`src/rtl/ethp_pkg.sv`:
```
`timescale 1ns / 1ps

package ethp_pkg;

    localparam int COUNT_WIDTH_DEFAULT = 17;

    // result kinds
    localparam logic [1:0] KIND_IGNORED   = 2'd0;
    localparam logic [1:0] KIND_MALFORMED = 2'd1;
    localparam logic [1:0] KIND_ARP_REPLY = 2'd2;
    localparam logic [1:0] KIND_TCP       = 2'd3;

    localparam logic [15:0] ETYPE_IPV4 = 16'h0800;
    localparam logic [15:0] ETYPE_ARP  = 16'h0806;

    localparam logic [15:0] ARP_REPLY_OPCODE = 16'd2;
    localparam logic [3:0]  IPV4_VERSION     = 4'd4;
    localparam logic [7:0]  IP_PROTO_TCP     = 8'd6;
    localparam logic [4:0]  FRAG_HI_MASK     = 5'h1F;

    localparam int ETH_HDR_BYTES     = 14;
    localparam int ARP_BODY_BYTES    = 28;
    localparam int IP_MIN_HDR_BYTES  = 20;
    localparam int TCP_MIN_HDR_BYTES = 20;

    // fixed capture offsets from frame start
    localparam int OFS_ETYPE_HI  = 12;
    localparam int OFS_ETYPE_LO  = 13;
    localparam int OFS_VER_IHL   = 14;
    localparam int OFS_TLEN_HI   = 16;
    localparam int OFS_TLEN_LO   = 17;
    localparam int OFS_FRAG_HI   = 20;
    localparam int OFS_FRAG_LO   = 21;
    localparam int OFS_PROTO     = 23;
    localparam int OFS_SRC_FIRST = 26;
    localparam int OFS_SRC_LAST  = 29;
    localparam int OFS_DST_FIRST = 30;
    localparam int OFS_DST_LAST  = 33;

    // TCP offsets relative to the start of the TCP header
    localparam int TCP_OFS_PORT_HI = 2;
    localparam int TCP_OFS_PORT_LO = 3;
    localparam int TCP_OFS_HLEN    = 12;
    localparam int TCP_OFS_FLAGS   = 13;

    typedef struct packed {
        logic [15:0] ether_type;
        logic [15:0] arp_opcode;
        logic [3:0]  ip_version;
        logic [3:0]  ip_header_words;
        logic [15:0] ip_total_length;
        logic [7:0]  ip_protocol;
        logic        fragment_nonzero;
        logic [31:0] src_addr;
        logic [31:0] dst_addr;
        logic [15:0] dest_port;
        logic [3:0]  tcp_header_words;
        logic [7:0]  seg_flags;
    } t_hdr;

    typedef struct packed {
        logic [1:0]  kind;
        logic [31:0] source_address;
        logic [31:0] dest_address;
        logic [15:0] dest_port;
        logic [7:0]  flag_bits;
        logic [7:0]  payload_start;
        logic [15:0] payload_length;
    } t_result;

endpackage

```
`src/rtl/ethp_capture.sv`:
```
`timescale 1ns / 1ps

module ethp_capture #(
    parameter int COUNT_WIDTH = ethp_pkg::COUNT_WIDTH_DEFAULT
) (
    input  logic                   i_clk,
    input  logic                   i_rst_n,
    input  logic                   i_advance,
    input  logic                   i_last,
    input  logic [7:0]             i_data,
    output logic [COUNT_WIDTH-1:0] o_idx,
    output ethp_pkg::t_hdr         o_hdr
);

    localparam logic [COUNT_WIDTH-1:0] CNT_MAX = '1;

    logic [COUNT_WIDTH-1:0] r_count;
    ethp_pkg::t_hdr         r_hdr;
    ethp_pkg::t_hdr         n_hdr;
    logic [6:0]             w_base;
    logic [COUNT_WIDTH-1:0] w_tcp0;

    assign w_base = 7'(ethp_pkg::ETH_HDR_BYTES) + {1'b0, r_hdr.ip_header_words, 2'b00};
    assign w_tcp0 = COUNT_WIDTH'(w_base);

    // header fields with the current byte folded in
    always_comb begin
        n_hdr = r_hdr;
        if (r_count == COUNT_WIDTH'(ethp_pkg::OFS_ETYPE_HI)) n_hdr.ether_type[15:8] = i_data;
        if (r_count == COUNT_WIDTH'(ethp_pkg::OFS_ETYPE_LO)) n_hdr.ether_type[7:0] = i_data;
        if (r_count == COUNT_WIDTH'(ethp_pkg::OFS_VER_IHL)) begin
            n_hdr.ip_version      = i_data[7:4];
            n_hdr.ip_header_words = i_data[3:0];
        end
        if (r_count == COUNT_WIDTH'(ethp_pkg::OFS_TLEN_HI)) n_hdr.ip_total_length[15:8] = i_data;
        if (r_count == COUNT_WIDTH'(ethp_pkg::OFS_TLEN_LO)) n_hdr.ip_total_length[7:0] = i_data;
        if (r_count == COUNT_WIDTH'(ethp_pkg::OFS_FRAG_HI)) begin
            n_hdr.arp_opcode[15:8] = i_data;
            if ((i_data[4:0] & ethp_pkg::FRAG_HI_MASK) != 5'd0) n_hdr.fragment_nonzero = 1'b1;
        end
        if (r_count == COUNT_WIDTH'(ethp_pkg::OFS_FRAG_LO)) begin
            n_hdr.arp_opcode[7:0] = i_data;
            if (i_data != 8'd0) n_hdr.fragment_nonzero = 1'b1;
        end
        if (r_count == COUNT_WIDTH'(ethp_pkg::OFS_PROTO)) n_hdr.ip_protocol = i_data;
        if (r_count >= COUNT_WIDTH'(ethp_pkg::OFS_SRC_FIRST)
                && r_count <= COUNT_WIDTH'(ethp_pkg::OFS_SRC_LAST)) begin
            n_hdr.src_addr = {r_hdr.src_addr[23:0], i_data};
        end
        if (r_count >= COUNT_WIDTH'(ethp_pkg::OFS_DST_FIRST)
                && r_count <= COUNT_WIDTH'(ethp_pkg::OFS_DST_LAST)) begin
            n_hdr.dst_addr = {r_hdr.dst_addr[23:0], i_data};
        end
        if (r_count == w_tcp0 + COUNT_WIDTH'(ethp_pkg::TCP_OFS_PORT_HI)) begin
            n_hdr.dest_port[15:8] = i_data;
        end
        if (r_count == w_tcp0 + COUNT_WIDTH'(ethp_pkg::TCP_OFS_PORT_LO)) begin
            n_hdr.dest_port[7:0] = i_data;
        end
        if (r_count == w_tcp0 + COUNT_WIDTH'(ethp_pkg::TCP_OFS_HLEN)) begin
            n_hdr.tcp_header_words = i_data[7:4];
        end
        if (r_count == w_tcp0 + COUNT_WIDTH'(ethp_pkg::TCP_OFS_FLAGS)) begin
            n_hdr.seg_flags = i_data;
        end
    end

    // clear everything after the final byte of a frame
    always_ff @(posedge i_clk) begin
        if (!i_rst_n) begin
            r_count <= '0;
            r_hdr   <= '0;
        end else if (i_advance) begin
            if (i_last) begin
                r_count <= '0;
                r_hdr   <= '0;
            end else begin
                r_hdr <= n_hdr;
                if (r_count != CNT_MAX) r_count <= r_count + 1'b1;
            end
        end
    end

    assign o_idx = r_count;
    assign o_hdr = n_hdr;

    a_clear_after_last: assert property (@(posedge i_clk) disable iff (!i_rst_n)
        i_advance && i_last |=> r_count == '0 && r_hdr == '0)
        else $error("capture state not cleared after final byte");

endmodule

```
`src/rtl/ethp_classify.sv`:
```
`timescale 1ns / 1ps

module ethp_classify #(
    parameter int COUNT_WIDTH = ethp_pkg::COUNT_WIDTH_DEFAULT
) (
    input  logic [COUNT_WIDTH-1:0] i_idx,
    input  ethp_pkg::t_hdr         i_hdr,
    output ethp_pkg::t_result      o_res
);

    // idx is the offset of the final byte, so captured length is idx + 1
    logic [COUNT_WIDTH-1:0] w_avail;
    logic [5:0]             w_ihl;
    logic [5:0]             w_thl;
    logic [15:0]            w_total;
    logic [15:0]            w_tavail;

    assign w_avail  = i_idx - COUNT_WIDTH'(ethp_pkg::ETH_HDR_BYTES - 1);
    assign w_ihl    = {i_hdr.ip_header_words, 2'b00};
    assign w_thl    = {i_hdr.tcp_header_words, 2'b00};
    assign w_total  = (w_avail < COUNT_WIDTH'(i_hdr.ip_total_length)) ? w_avail[15:0]
                                                                       : i_hdr.ip_total_length;
    assign w_tavail = w_total - 16'(w_ihl);

    always_comb begin
        o_res = '0;
        priority if (i_idx < COUNT_WIDTH'(ethp_pkg::ETH_HDR_BYTES - 1)) begin
            o_res.kind = ethp_pkg::KIND_MALFORMED;
        end else if (i_hdr.ether_type == ethp_pkg::ETYPE_ARP) begin
            if (i_idx < COUNT_WIDTH'(ethp_pkg::ETH_HDR_BYTES + ethp_pkg::ARP_BODY_BYTES - 1)) begin
                o_res.kind = ethp_pkg::KIND_MALFORMED;
            end else if (i_hdr.arp_opcode == ethp_pkg::ARP_REPLY_OPCODE) begin
                o_res.kind = ethp_pkg::KIND_ARP_REPLY;
            end
        end else if (i_hdr.ether_type != ethp_pkg::ETYPE_IPV4) begin
            o_res.kind = ethp_pkg::KIND_IGNORED;
        end else if (i_idx < COUNT_WIDTH'(ethp_pkg::ETH_HDR_BYTES
                                          + ethp_pkg::IP_MIN_HDR_BYTES - 1)) begin
            o_res.kind = ethp_pkg::KIND_MALFORMED;
        end else if (i_hdr.ip_version != ethp_pkg::IPV4_VERSION) begin
            o_res.kind = ethp_pkg::KIND_MALFORMED;
        end else if (w_ihl < 6'(ethp_pkg::IP_MIN_HDR_BYTES)
                     || COUNT_WIDTH'(w_ihl) > w_avail) begin
            o_res.kind = ethp_pkg::KIND_MALFORMED;
        end else if (i_hdr.ip_total_length < 16'(w_ihl)) begin
            o_res.kind = ethp_pkg::KIND_MALFORMED;
        end else if (i_hdr.ip_protocol != ethp_pkg::IP_PROTO_TCP || i_hdr.fragment_nonzero) begin
            o_res.kind = ethp_pkg::KIND_IGNORED;
        end else if (w_tavail < 16'(ethp_pkg::TCP_MIN_HDR_BYTES)) begin
            o_res.kind = ethp_pkg::KIND_MALFORMED;
        end else if (w_thl < 6'(ethp_pkg::TCP_MIN_HDR_BYTES) || 16'(w_thl) > w_tavail) begin
            o_res.kind = ethp_pkg::KIND_MALFORMED;
        end else begin
            o_res.kind           = ethp_pkg::KIND_TCP;
            o_res.source_address = i_hdr.src_addr;
            o_res.dest_address   = i_hdr.dst_addr;
            o_res.dest_port      = i_hdr.dest_port;
            o_res.flag_bits      = i_hdr.seg_flags;
            o_res.payload_start  = 8'(ethp_pkg::ETH_HDR_BYTES) + 8'(w_ihl) + 8'(w_thl);
            o_res.payload_length = w_tavail - 16'(w_thl);
        end
    end

endmodule

```
`src/rtl/eth_arp_ipv4_tcp_header_parser.sv`:
```
`timescale 1ns / 1ps

// Ethernet frame classifier: ARP reply detection and IPv4/TCP header extraction.
//
// Input channel (i_valid / o_ready): one frame byte per item, in wire order,
// with i_last_byte set on the final captured byte. Output channel
// (o_valid / i_ready): one result item per frame, issued for its final byte:
// kind (ignored, malformed, ARP reply, TCP) plus TCP addresses, destination
// port, flags, payload start and payload length, all zero unless TCP.
//
// Throughput: one byte per cycle, including across frame borders, while no
// final byte waits. The final byte passes through the input register and
// then the result register, which drives o_valid.
// Every byte passes through the input register and the capture/classify
// logic; only a final byte waits when the result register is still full
// and i_ready is low, and it then stalls o_ready.
//
// Reset (synchronous, active low) clears the byte counter, all captured
// header fields and both valid flags; each final byte clears the counter
// and fields too, so the next item starts a new frame. The byte counter
// saturates; bytes beyond its range are seen at its last offset.
module eth_arp_ipv4_tcp_header_parser #(
    parameter int COUNT_WIDTH = ethp_pkg::COUNT_WIDTH_DEFAULT
) (
    input  logic        i_clk,
    input  logic        i_rst_n,
    input  logic        i_valid,
    output logic        o_ready,
    input  logic [7:0]  i_data_byte,
    input  logic        i_last_byte,
    output logic        o_valid,
    input  logic        i_ready,
    output logic [1:0]  o_kind,
    output logic [31:0] o_source_address,
    output logic [31:0] o_dest_address,
    output logic [15:0] o_dest_port,
    output logic [7:0]  o_flag_bits,
    output logic [7:0]  o_payload_start,
    output logic [15:0] o_payload_length
);

    logic                   r_in_valid;
    logic [7:0]             r_in_data;
    logic                   r_in_last;
    logic                   r_out_valid;
    ethp_pkg::t_result      r_res;
    logic                   w_advance;
    logic [COUNT_WIDTH-1:0] w_idx;
    ethp_pkg::t_hdr         w_hdr;
    ethp_pkg::t_result      w_res;

    // a non-final byte never needs the output; a final one needs room there
    assign w_advance = r_in_valid && (!r_in_last || !r_out_valid || i_ready);
    assign o_ready   = !r_in_valid || w_advance;

    // input register: hold the byte until it is processed
    always_ff @(posedge i_clk) begin
        if (!i_rst_n) begin
            r_in_valid <= 1'b0;
        end else if (o_ready) begin
            r_in_valid <= i_valid;
        end
    end

    always_ff @(posedge i_clk) begin
        if (i_valid && o_ready) begin
            r_in_data <= i_data_byte;
            r_in_last <= i_last_byte;
        end
    end

    ethp_capture #(
        .COUNT_WIDTH(COUNT_WIDTH)
    ) u_capture (
        .i_clk    (i_clk),
        .i_rst_n  (i_rst_n),
        .i_advance(w_advance),
        .i_last   (r_in_last),
        .i_data   (r_in_data),
        .o_idx    (w_idx),
        .o_hdr    (w_hdr)
    );

    ethp_classify #(
        .COUNT_WIDTH(COUNT_WIDTH)
    ) u_classify (
        .i_idx(w_idx),
        .i_hdr(w_hdr),
        .o_res(w_res)
    );

    // result register: load on a final byte, drop once taken
    always_ff @(posedge i_clk) begin
        if (!i_rst_n) begin
            r_out_valid <= 1'b0;
        end else if (w_advance && r_in_last) begin
            r_out_valid <= 1'b1;
        end else if (i_ready) begin
            r_out_valid <= 1'b0;
        end
    end

    always_ff @(posedge i_clk) begin
        if (w_advance && r_in_last) begin
            r_res <= w_res;
        end
    end

    assign o_valid          = r_out_valid;
    assign o_kind           = r_res.kind;
    assign o_source_address = r_res.source_address;
    assign o_dest_address   = r_res.dest_address;
    assign o_dest_port      = r_res.dest_port;
    assign o_flag_bits      = r_res.flag_bits;
    assign o_payload_start  = r_res.payload_start;
    assign o_payload_length = r_res.payload_length;

    a_in_hold: assert property (@(posedge i_clk) disable iff (!i_rst_n)
        r_in_valid && !w_advance |=> r_in_valid && $stable(r_in_data) && $stable(r_in_last))
        else $error("input register lost a waiting byte");

    a_non_tcp_zero: assert property (@(posedge i_clk) disable iff (!i_rst_n)
        r_out_valid && r_res.kind != ethp_pkg::KIND_TCP |->
            r_res.source_address == 32'd0 && r_res.dest_address == 32'd0
            && r_res.dest_port == 16'd0 && r_res.flag_bits == 8'd0
            && r_res.payload_start == 8'd0 && r_res.payload_length == 16'd0)
        else $error("non-TCP result carries nonzero fields");

    a_tcp_start_range: assert property (@(posedge i_clk) disable iff (!i_rst_n)
        r_out_valid && r_res.kind == ethp_pkg::KIND_TCP |->
            r_res.payload_start >= 8'(ethp_pkg::ETH_HDR_BYTES + ethp_pkg::IP_MIN_HDR_BYTES
                                      + ethp_pkg::TCP_MIN_HDR_BYTES)
            && r_res.payload_start <= 8'd134)
        else $error("TCP payload start out of range");

endmodule
```
`config.mk`:
```
export PLATFORM = sky130hd
export DESIGN_NAME = eth_arp_ipv4_tcp_header_parser
export DESIGN_NICKNAME = d
export VERILOG_FILES = /design/src/rtl/ethp_pkg.sv /design/src/rtl/ethp_capture.sv /design/src/rtl/ethp_classify.sv /design/src/rtl/eth_arp_ipv4_tcp_header_parser.sv
export SDC_FILE = /design/constraint.sdc
export NUM_CORES = 1
export LEC_CHECK = 0
export ABC_AREA = 1
export BUFFER_PORTS_ARGS = -buffer_cell sky130_fd_sc_hd__buf_2
export CAP_MARGIN = 10
export CORE_UTILIZATION = 54
export DETAILED_ROUTE_END_ITERATION = 6
export HOLD_SLACK_MARGIN = 0.12
export PLACE_DENSITY_LB_ADDON = 0.2
export SYNTH_ARGS = -nofsm -noshare
export SYNTH_HDL_FRONTEND = slang
export SYNTH_SLANG_ARGS = --single-unit
```
`constraint.sdc`:
```
create_clock -name i_clk -period 11.2 [get_ports i_clk]
set_input_delay 2.24 -clock i_clk [delete_from_list [all_inputs] [get_ports i_clk]]
set_output_delay 2.24 -clock i_clk [all_outputs]
set_load 0.1 [all_outputs]
```
Word-level counts from Yosys, hierarchy flattened. Index checks and enable logic that the tools add are counted.

Flip-flop bits (word level): 299. Output and inout port bits: 116. Logic and storage cells: 122.

Add/sub/neg operators: 11. $lt $le $gt $ge: 14. Eq/ne operators: 18. Mux-type cells: 35. Reductions and logical operators: 20.

Operator list (count): $mux W157 (1); $mux W8 (11); $eq A17 B5 Y1 const B (5); $eq A17 B17 Y1 (4); $mux W32 (2); $eq A17 B4 Y1 const B (3); $ge A17 B5 Y1 const B (2); $lt A17 B6 Y1 const B (2); $mux W17 (2); $sub A16 B6 Y16 (2); $mux W2 (11); $add A17 B1 Y17 const B (1); $gt A6 B17 Y1 (1); $le A17 B5 Y1 const B (1); $le A17 B6 Y1 const B (1); $lt A17 B16 Y1 (1); $lt A17 B4 Y1 const B (1); $ne A17 B17 Y1 const B (1); $sub A17 B4 Y17 const B (1); $add A7 B2 Y8 const B (2); $add A7 B4 Y8 const B (2); $eq A16 B12 Y1 const B (1); $eq A16 B2 Y1 const B (1); $gt A6 B16 Y1 (1); 19 further kinds (38).

Longest topological paths before layout. Gate-level depths: netlist (run 1).

Word-level depth: 16. Gate-level depth with buffers: 41. Depth with buffers taken out: 38.

Hierarchy. From an unflattened synthesis (run 1), not the netlist that was laid out.

Cell total of the unflattened synthesis: 2267. Area, all modules: 16631.0 um2.

By module, submodules not included: ethp_capture (instances 1, cells an instance 1461, area an instance 9367.7 um2, seq. area each 3483.3 um2); eth_arp_ipv4_tcp_header_parser (instances 1, cells an instance 141, area an instance 3812.4 um2, seq. area each 3733.6 um2); ethp_classify (instances 1, cells an instance 665, area an instance 3450.8 um2, seq. area each 0.0 um2).

Least setup slack after synthesis (run 1). OpenSTA, ideal clock, no wires.

Path kind: flip-flop to flip-flop. From: register u_capture.r_count[1] (netlist: u_capture.o_idx[1]). To: register r_res, in the netlist o_payload_length[12] (data pin). Setup time: 0.257 ns. Arrival: 5.409 ns. Required time: 10.943 ns. Path slack: 5.535 ns. Stages on the path, launching flop included: 37. Path buffers: 3. Clock period less this slack: 5.665 ns. Path through: dfxtp_1 -> inv_1 -> ha_1 -> inv_1 -> nor2_1 -> nand3_2 -> clkbuf_1 -> o21ai_0 -> ha_1 -> nand2_1 -> nand2_1 -> nand2_1 -> nand2_1 -> a21oi_1 -> nor2_2 -> nor2_4 -> nand2_4 -> buf_4 -> clkbuf_1 -> o21ai_0 -> ha_1 -> nand2_1 -> nor2_1 -> a211oi_1 -> xor2_1 -> inv_1 -> ha_1 -> a21oi_1 -> and2_1 -> inv_1 -> nor2_1 -> nand2_1 -> nor2_1 -> nand2_1 -> nor2_1 -> xor2_1 -> nor2_1.

Word-level cells in the longest chain between the ends: 8.

RTL lines: start: declaration (line ethp_capture.sv:17) `logic [COUNT_WIDTH-1:0] r_count;`; start signal: assignment (line ethp_capture.sv:79) `if (r_count != CNT_MAX) r_count <= r_count + 1'b1;`; branches (longest 8 deep; another with $sub A17 B4 Y17); end signal: assignment (line eth_arp_ipv4_tcp_header_parser.sv:105) `r_res <= w_res;`; end: declaration (line eth_arp_ipv4_tcp_header_parser.sv:46) `ethp_pkg::t_result r_res;`.

Several ways; the timed one is not identified. A chain may end at the register's enable or synchronous reset.

Final worst setup path (run 1).
From: register u_capture.r_count[0] (netlist: u_capture.o_idx[0]). To: register r_res, in the netlist o_kind[1] (data pin).

Word-level cells in the longest chain between the ends: 16.

RTL lines: branches (longest 16 deep; another with $sub A17 B4 Y17).

Several ways; the timed one is not identified.

==> key figures, run 1 <==
Die
  – Site Rows: 62
  – Area of the die: 29,720 sq um
  – Initial Util: 0.5477
  – Total core area: 28,630 sq um
  – Die boundary width: 172.4 microns
  – Y dimension of the die: 172.4 microns
  – Io pins: 129

Global routing
  – Via count of the first global-routing pass: 12.24k
  – Aggregate global-route resource usage: 0.2616
  – Largest net degree at the start of global routing: 96
  – Wire length of the first global-routing pass: 61,310 microns
  – Leftover overflow at the end of global routing: 0
  – Initial antenna violation count: 0

Logic synthesis
  – Top cells by area in the synthesized netlist: edfxtp_1 23%, dfxtp_1 22%, nand2_1 12%, inv_1 6.7%, nor2_1 6.0%
  – Number of synthesized register bits: 298
  – Top cell type by total area after synthesis: edfxtp_1
  – Main synth FF type: dfxtp_1
  – Synth async-reset ratio: 0
  – Share of the yosys chip area belonging to registers: 0.4584
  – Netlist area before placement: 15,680 sq um
  – Number of distinct standard cells referenced by the synthesized netlist: 52
  – Number of synthesized flops with an enable pin: 122
  – Mapped Cells: 2,059
  – Average footprint of a synthesized cell: 7.614 sq um
  – Warnings from Yosys: 0
  – Synth Net Count: 2,118
  – Area share of the largest cell type after synthesis: 0.2337

Route
  – Antenna Nets Post-Route: 0
  – Total vias in the final route: 13.50k
  – Post-Route WL: 38,490 microns
  – Initial DRT Pass Iterations: 5
  – Post-detailed-route wirelength per cell: 15.15 microns
  – Detailed-route DRC error count: 0
  – Ratio of routed vias to standard cells: 5.311
  – 1st-iter DRT viols: 1,176

Finish
  – Fraction of final layout cells with drive strength greater than 1: 0.1164
  – Antenna cell count: 0
  – Post-layout nets: 2,190
  – Area growth syn-to-layout: 11.61%

Clocking
  – Clock slew at reported path FFs: 60 ps
  – Clock buffers created by TritonCTS: 34
  – Number of levels in the clock H-tree: 2
  – Post-CTS repair timing setup buffer count: 0
  – Clock tree from TritonCTS: built
  – Clk Latency, worst-skew pair: 520 ps
  – Count of cells resized by post-cts repair: 0
  – Hold buffers post-CTS: 0
  – Clock tree sinks: 298
  – Longest Clk Path Bufs: 3
  – Clock root buffer master: clkbuf_16

Power and ir drop
  – Pwr Density: 132.3 nW/um^2
  – Overall power consumption: 0.002315 W
  – Leakage: 7.322 nW
  – IR Drop Worst-Case VDD: 0.0001062 V

Timing
  – Final count of negative-setup-slack endpoints: 0
  – Final hold violation count: 0
  – Unrepaired setup endpoints after global routing: no
  – Maximum achievable frequency: 138.0 MHz
  – Final clock period utilization by the worst path: 0.6471
  – Max transition margin: 0.2806
  – Slew of the pin with the lowest slew margin: 1075 ps
  – Setup TNS: 0 ps
  – Clock Skew: 22.57 ps
  – Final critical-path required period: 7247 ps
  – Max-slew violation count: 0

Worst setup path
  – Critical Path RT: 11,430 ps
  – Highest-delay cell along the critical path: o21ai_0
  – Top fanout value on the critical path: 58
  – Setup crit start kind: flip-flop
  – Endpoint kind of the worst setup timing path: flip-flop
  – Crit path max-delay family: simple AND/OR/NAND/NOR gates
  – Bufs and invs on worst path: 5
  – Data arrival, critical path: 7480 ps
  – WS Path Type: reg2reg
  – Highest cell delay on the worst timing path: 610 ps

Run status
  – Run status: complete, no violations

Flow run
  – Maximum Capacitance Violations: 0

Placed design
  – Global placer's final weighted congestion: 0.9273
  – Detail Placement HPWL: 26,220 microns
  – Port Buf Inserts: 127

Min path
  – Min-delay worst type: reg2reg
==> cells in the mapped netlist (22+ instances only) <==
| master | number |
|---|---|
| nand2_1 | 487 |
| inv_1 | 279 |
| nor2_1 | 251 |
| dfxtp_1 | 176 |
| o21ai_0 | 160 |
| a21oi_1 | 127 |
| edfxtp_1 | 122 |
| clkbuf_1 | 74 |
| o22ai_1 | 57 |
| nand3_1 | 53 |
| ha_1 | 43 |
| xor2_1 | 26 |
| nor3_1 | 22 |
==> through the flow <==
step | worst slack [ps] | instances | utilization | hold WS (ps) | area [sq um]
after detailed placement | 4022 | 2479 | 0.5726 | 455.7 | 16390
after global placement | 4183 | 2479 | 0.5726 | 451.2 | 16390
after floorplan | 5535 | 2059 | - | 442.2 | 15680
after global routing | 3235 | 2541 | 0.6113 | 477.2 | 17500
after CTS | 4008 | 2541 | 0.6113 | 464.5 | 17500
final | 3953 | 2541 | 0.6113 | 463.0 | 17500
==> routing by layer <==
layer,GRT usage,share of wire,vias up
met5,0,0,-
met4,0.09196,0.028,0
met3,0.03227,0.054,78
met2,0.4407,0.48,364
met1,0.3453,0.44,6258
li1,-,-,6795
==> path summary, 6_finish.rpt <==
path                                                        from                                to  slack [ps]  depth (start not counted)
worst min-delay path            u_capture.r_hdr[16]$_SDFFE_PN0P_  u_capture.r_hdr[16]$_SDFFE_PN0P_         460                          2
worst min register to register  u_capture.r_hdr[16]$_SDFFE_PN0P_  u_capture.r_hdr[16]$_SDFFE_PN0P_         460                          2
worst max register to register   u_capture.o_idx[0]$_SDFFE_PN0P_           o_kind[1]$_SDFFCE_PP0P_        3950                         30
worst max-delay path             u_capture.o_idx[0]$_SDFFE_PN0P_           o_kind[1]$_SDFFCE_PP0P_        3950                         30
==> placed cells by master (no fill, tap or decap), types with 9 or more instances in the layout <==
| cell type | instances |
|---|---|
| a21oi_1 | 127 |
| buf_2 | 127 |
| buf_4 | 9 |
| clkbuf_1 | 12 |
| clkbuf_16 | 35 |
| dfxtp_1 | 176 |
| edfxtp_1 | 122 |
| ha_1 | 43 |
| inv_1 | 276 |
| nand2_1 | 485 |
| nand2_2 | 9 |
| nand3_1 | 53 |
| nand4_1 | 14 |
| nor2_1 | 250 |
| nor3_1 | 22 |
| nor4_1 | 12 |
| o21a_1 | 9 |
| o21ai_0 | 160 |
| o21ai_2 | 9 |
| o22ai_1 | 57 |
| xnor2_1 | 12 |
| xor2_1 | 26 |
==> power by group <==
part / switching [W] / internal, W / leakage, nW / total [W]
sequential: 0.00000799 / 0.00113 / 2.77 / 0.00114
clock: 0.000434 / 0.000660 / 0.539 / 0.00109
combinational: 0.0000717 / 0.0000104 / 4.02 / 0.0000821
total: 0.000513 / 0.00180 / 7.32 / 0.00231
==> sequential cells by signal, indices dropped and copies added, names as in the netlist, 2 cells and up <==
signal / flops
o_source_address: 32
u_capture.o_idx: 17
o_kind: 2
o_payload_length: 16
o_dest_port: 16
o_dest_address: 32
o_flag_bits: 8
u_capture.r_hdr: 157
o_payload_start: 7
r_in_data: 8
==> area by class of cell <==
cell class	count	area, sq um
clock buffers	52	989.7
clock inverters	10	118.9
fillers	2562	11130
inverters	286	1079
multi-input cells	1375	6940
flip-flops and latches	298	7187
well taps	384	480.5
repair buffers	136	703.2
==> worst min-delay path, stage by stage (launching register included) <==
cell     delay (ps)
dfxtp_1         300
nand2_1          60
a21oi_1          50
==> cell families (layout without fill, tap and decap cells) <==
group	Yosys count	in the layout	share of synthesized area
DFF	298	298	0.4584
buffers and inverters	386	484	0.1005
other	1	1	0.0002392
muxes	8	8	0.005108
xor gates and xnor gates	38	38	0.02123
AOI/OAI and AO/OA	390	390	0.1366
and+or+nand+nor	892	892	0.2397
adders and majority gates	46	46	0.03815
(Power assumes the default switching activity.)
==> run 2, diff against run 1 <==
--- a/config.mk
+++ b/config.mk
@@ -5,7 +5,7 @@
 export SDC_FILE = /design/constraint.sdc
 export NUM_CORES = 1
 export LEC_CHECK = 0
-export ABC_AREA = 1
+export ABC_AREA = 0
 export BUFFER_PORTS_ARGS = -buffer_cell sky130_fd_sc_hd__buf_2
 export CAP_MARGIN = 10
 export CORE_UTILIZATION = 54
==> constraint.sdc (replaced) <==
create_clock -name i_clk -period 7.6 [get_ports i_clk]
set_input_delay 1.52 -clock i_clk [delete_from_list [all_inputs] [get_ports i_clk]]
set_output_delay 1.52 -clock i_clk [all_outputs]
set_load 0.1 [all_outputs]
==> run 2 against run 1 <==
Synthesized cell count shrank 24%; highest routed layer unchanged; hold slack gained 28 ps; first-iteration DRC count grew 2.3%; worst setup slack lost 3600 ps; sequential share of layout area grew 0.10 points; routed wire length grew 6.3%; via count shrank 9.4%; non-clock buffer count grew 31; die area shrank 1.5%; cell count shrank 19%; critical path depth shrank 5.
==> key figures, run 2 <==
Timing
  – Final clock period utilization by the worst path: 0.9519 (+0.3049)
  – Max transition margin: 0.1669 (-0.1137)
  – Final hold violation count: 0 (unchanged)
  – Worst hold slack: 490.8 ps (+27.76 ps)
  – Setup TNS: 0 ps (unchanged)
  – Clock Skew: 10.61 ps (-11.96 ps)
  – Maximum achievable frequency: 138.2 MHz (+0.17%)
  – Unrepaired setup endpoints after global routing: no
  – Final count of negative-setup-slack endpoints: 0 (unchanged)
  – Max-slew violation count: 0 (unchanged)
  – Slew of the pin with the lowest slew margin: 1247 ps (+171.7 ps)
  – Final critical-path required period: 7235 ps (-12.55 ps)

Clocking
  – Post-CTS repair timing setup buffer count: 0 (unchanged)
  – Count of cells resized by post-cts repair: 0 (unchanged)
  – Hold buffers post-CTS: 0 (unchanged)
  – Clock slew at reported path FFs: 60 ps (about the same)
  – Clk Latency, worst-skew pair: 560 ps (+40 ps)
  – Clock buffers created by TritonCTS: 31 (-8.8%)
  – Longest Clk Path Bufs: 3 (unchanged)
  – Clock tree from TritonCTS: built
  – Number of levels in the clock H-tree: 1 (-1)
  – Clock root buffer master: clkbuf_16
  – Clock tree sinks: 298 (unchanged)

Die
  – Area of the die: 29,270 sq um (-1.5%)
  – Die boundary width: 171.1 microns (-0.76%)
  – Io pins: 129 (unchanged)
  – Total core area: 27,930 sq um (-2.4%)
  – Site Rows: 61 (-1.6%)
  – Initial Util: 0.5526 (+0.004942)
  – Y dimension of the die: 171.1 microns (-0.76%)

Finish
  – Number of filler instances in the final layout: 2,398 (-6.4%)
  – Most common cell after layout, fill and taps aside: dfxtp_1
  – Flip-flop count of the largest register, all copies and words added: 157 (unchanged)
  – Largest register by flop count: u_capture.r_hdr
  – Area growth syn-to-layout: 13.07%
  – Multi-input gate area: 7657 sq um (+10%)
  – Number of cells in the finished layout apart from fillers: 2,053 (-19%)
  – Antenna cell count: 0 (unchanged)
  – Post-layout nets: 1,709 (-22%)
  – Top library cells by usage in the layout, fill and taps aside: 176 x dfxtp_1, 157 x nor2_1, 155 x nor2b_1, 139 x a22oi_1, 126 x buf_2
  – Fraction of final layout cells with drive strength greater than 1: 0.1576 (+0.04125)
  – Storage element area: 7187 sq um (unchanged)

Worst setup path
  – Number of cells on the worst reg-to-reg path: 25 (-17%)
  – WS Path Type: reg2reg
  – Endpoint kind of the worst setup timing path: flip-flop
  – Data arrival, critical path: 7530 ps (+50 ps)
  – Critical Path RT: 7900 ps (-3530 ps)
  – Setup crit start kind: flip-flop
  – Launch instance of the worst register-to-register path: u_capture.o_idx[6]$_SDFFE_PN0P_
  – Top fanout value on the critical path: 43 (-26%)
  – Slack of the worst reg-to-reg path: 370 ps (-3590 ps)
  – Reg-to-Reg End: o_kind[1]$_SDFFCE_PP0P_

Min path
  – Min-delay worst type: reg2reg
  – Hold Crit Depth: 2 (unchanged)
  – Worst Hold Launch: u_capture.r_hdr[101]$_SDFFE_PN0P_
  – Endpoint of the worst hold-timing path: u_capture.r_hdr[101]$_SDFFE_PN0P_

Logic synthesis
  – Warnings from Yosys: 0 (unchanged)
  – Count leader, synth: dfxtp_1
  – Number of distinct standard cells referenced by the synthesized netlist: 78 (+50%)
  – Share of the yosys chip area belonging to registers: 0.4656 (+0.007134)
  – Synth Net Count: 1,618 (-24%)
  – Top cell type by total area after synthesis: edfxtp_1
  – Synthesized-area fraction occupied by ao, oa, aoi and oai cells: 0.1417 (+0.005044)
  – Area share of the largest cell type after synthesis: 0.2373 (+0.003636)
  – Main synth FF type: dfxtp_1
  – Mux cell area share after synthesis: 0.07797 (+0.07286)
  – Adder-cell share of the synthesized area: 0.03874 (+0.0005937)
  – Combinational family with the most area after synthesis: simple AND/OR/NAND/NOR gates
  – Number of synthesized flops with an enable pin: 122 (unchanged)
  – Synth async-reset ratio: 0 (unchanged)
  – Mapped Cells: 1,559 (-24%)
  – Fraction of synthesized cell area in xor and xnor cells: 0.03631 (+0.01508)
  – Number of synthesized register bits: 298 (unchanged)
  – Netlist area before placement: 15,440 sq um (-1.5%)
  – Top cells by area in the synthesized netlist: edfxtp_1 24%, dfxtp_1 23%, mux2i_1 7.2%, a22oi_1 6.8%, nor2b_1 6.3%
  – Post-synthesis share of cell area spent on and, or, nand and nor gates: 0.1995 (-0.04028)
  – Average footprint of a synthesized cell: 9.902 sq um (+30%)
  – List of most frequent post-synthesis cells: 176 x dfxtp_1, 158 x nor2_1, 155 x nor2b_1

Run status
  – Run status: complete, no violations

Global routing
  – Initial antenna violation count: 0 (unchanged)
  – Via count of the first global-routing pass: 11.30k (-7.7%)
  – Largest net degree at the start of global routing: 88 (-8.3%)
  – Wire length of the first global-routing pass: 63,260 microns (+3.2%)
  – Leftover overflow at the end of global routing: 0 (unchanged)
  – Aggregate global-route resource usage: 0.2789 (+0.01725)

Route
  – 1st-iter DRT viols: 1,203 (+2.3%)
  – Ratio of routed vias to standard cells: 5.955 (+12%)
  – Total vias in the final route: 12.23k (-9.4%)
  – Post-Route WL: 40,920 microns (+6.3%)
  – Detailed-route DRC error count: 0 (unchanged)
  – Antenna Nets Post-Route: 0 (unchanged)
  – Post-detailed-route wirelength per cell: 19.93 microns (+32%)
  – Initial DRT Pass Iterations: 5 (unchanged)

Power and ir drop
  – Pwr Density: 191.0 nW/um^2 (+44%)
  – IR Drop Worst-Case VDD: 0.0001706 V (+61%)
  – Leakage: 6.782 nW (-7.4%)

Placed design
  – Port Buf Inserts: 127 (unchanged)
  – Number of instances in the placed design: 1,995 (-20%)
  – Global placer's final weighted congestion: 0.9485 (+2.3%)
  – Detail Placement HPWL: 27,610 microns (+5.3%)

Flow run
  – Maximum Capacitance Violations: 0 (unchanged)
==> run 2: cells by family after synthesis <==
kind of cell	count (synthesis)
and+or+nand+nor	564
AOI/OAI and AO/OA	322
DFF	298
buffers and inverters	145
muxes	119
xor gates and xnor gates	64
adders and majority gates	46
other	1
==> run 2: where the power goes <==
part           switching [W]  total, W  leakage, nW  internal, W
Clock               0.000618   0.00152        0.513     0.000904
Sequential         0.0000126   0.00168         2.77      0.00167
Combinational       0.000105  0.000135         3.50    0.0000301
Total               0.000735   0.00333         6.78      0.00260
==> run 2: layout make-up <==
type / count / share of cell area
Multi-Input combinational cell: 1116 / 0.4387
Sequential cell: 298 / 0.4117
Clock buffer: 50 / 0.05555
Timing Repair Buffer: 167 / 0.05519
Tap cell: 378 / 0.02709
Inverter: 36 / 0.007741
Clock inverter: 8 / 0.004014
==> run 2: layer usage <==
metal | GRT usage | up-vias | wire (microns)
met1 | 0.3965 | 5878 | 18410
met3 | 0.03956 | 81 | 2928
met4 | 0.09627 | 0 | 1299
met5 | 0 | - | 0
li1 | - | 5802 | -
met2 | 0.4330 | 464 | 18270
==> run 2: worst max path at each step <==
stage | start | endpoint | slack (ps) | cells past startpoint
floorplan | i_ready | o_dest_address[0]$_SDFFCE_PP0P_ | 70 | 6
global placement | u_capture.o_idx[6]$_SDFFE_PN0P_ | o_payload_length[15]$_SDFFCE_PP0P_ | 600 | 24
detailed placement | u_capture.o_idx[6]$_SDFFE_PN0P_ | o_kind[1]$_SDFFCE_PP0P_ | 530 | 25
CTS | u_capture.o_idx[6]$_SDFFE_PN0P_ | o_kind[1]$_SDFFCE_PP0P_ | 500 | 25
global route | u_capture.o_idx[6]$_SDFFE_PN0P_ | o_dest_address[15]$_SDFFCE_PP0P_ | 70 | 25
finish | u_capture.o_idx[6]$_SDFFE_PN0P_ | o_kind[1]$_SDFFCE_PP0P_ | 370 | 25
==> run 2: stage by stage <==
stage / utilization / setup slack [ps] / power (W) / instance area, sq um
finish: 0.6249 / 365.2 / 0.003335 / 17460
global route: 0.6249 / 71.68 / 0.003416 / 17460
CTS: 0.6249 / 503.6 / 0.003350 / 17460
detailed placement: 0.5877 / 527.1 / 0.001845 / 16420
global placement: 0.5877 / 598.5 / 0.001845 / 16420
floorplan: - / 71.49 / 0.001801 / 15440
==> run 2: worst max-delay path, stage by stage (launching register included) <==
cell and delay (ps):
dfxtp_1 490, or4b_1 650, nor3_2 480, a21oi_1 220
a21oi_1 500, ha_1 350, a21oi_1 140, o21ai_0 90
a21oi_1 150, a31oi_1 130, a211oi_4 440, mux2_2 270
ha_1 180, inv_1 60, fa_1 390, a21oi_1 160
nor2b_1 70, nor2_1 340, or4b_2 640, xnor2_1 140
nand2_1 120, o221ai_2 110, nor2_1 160, a41o_4 280
buf_12 240, o21ai_0 130
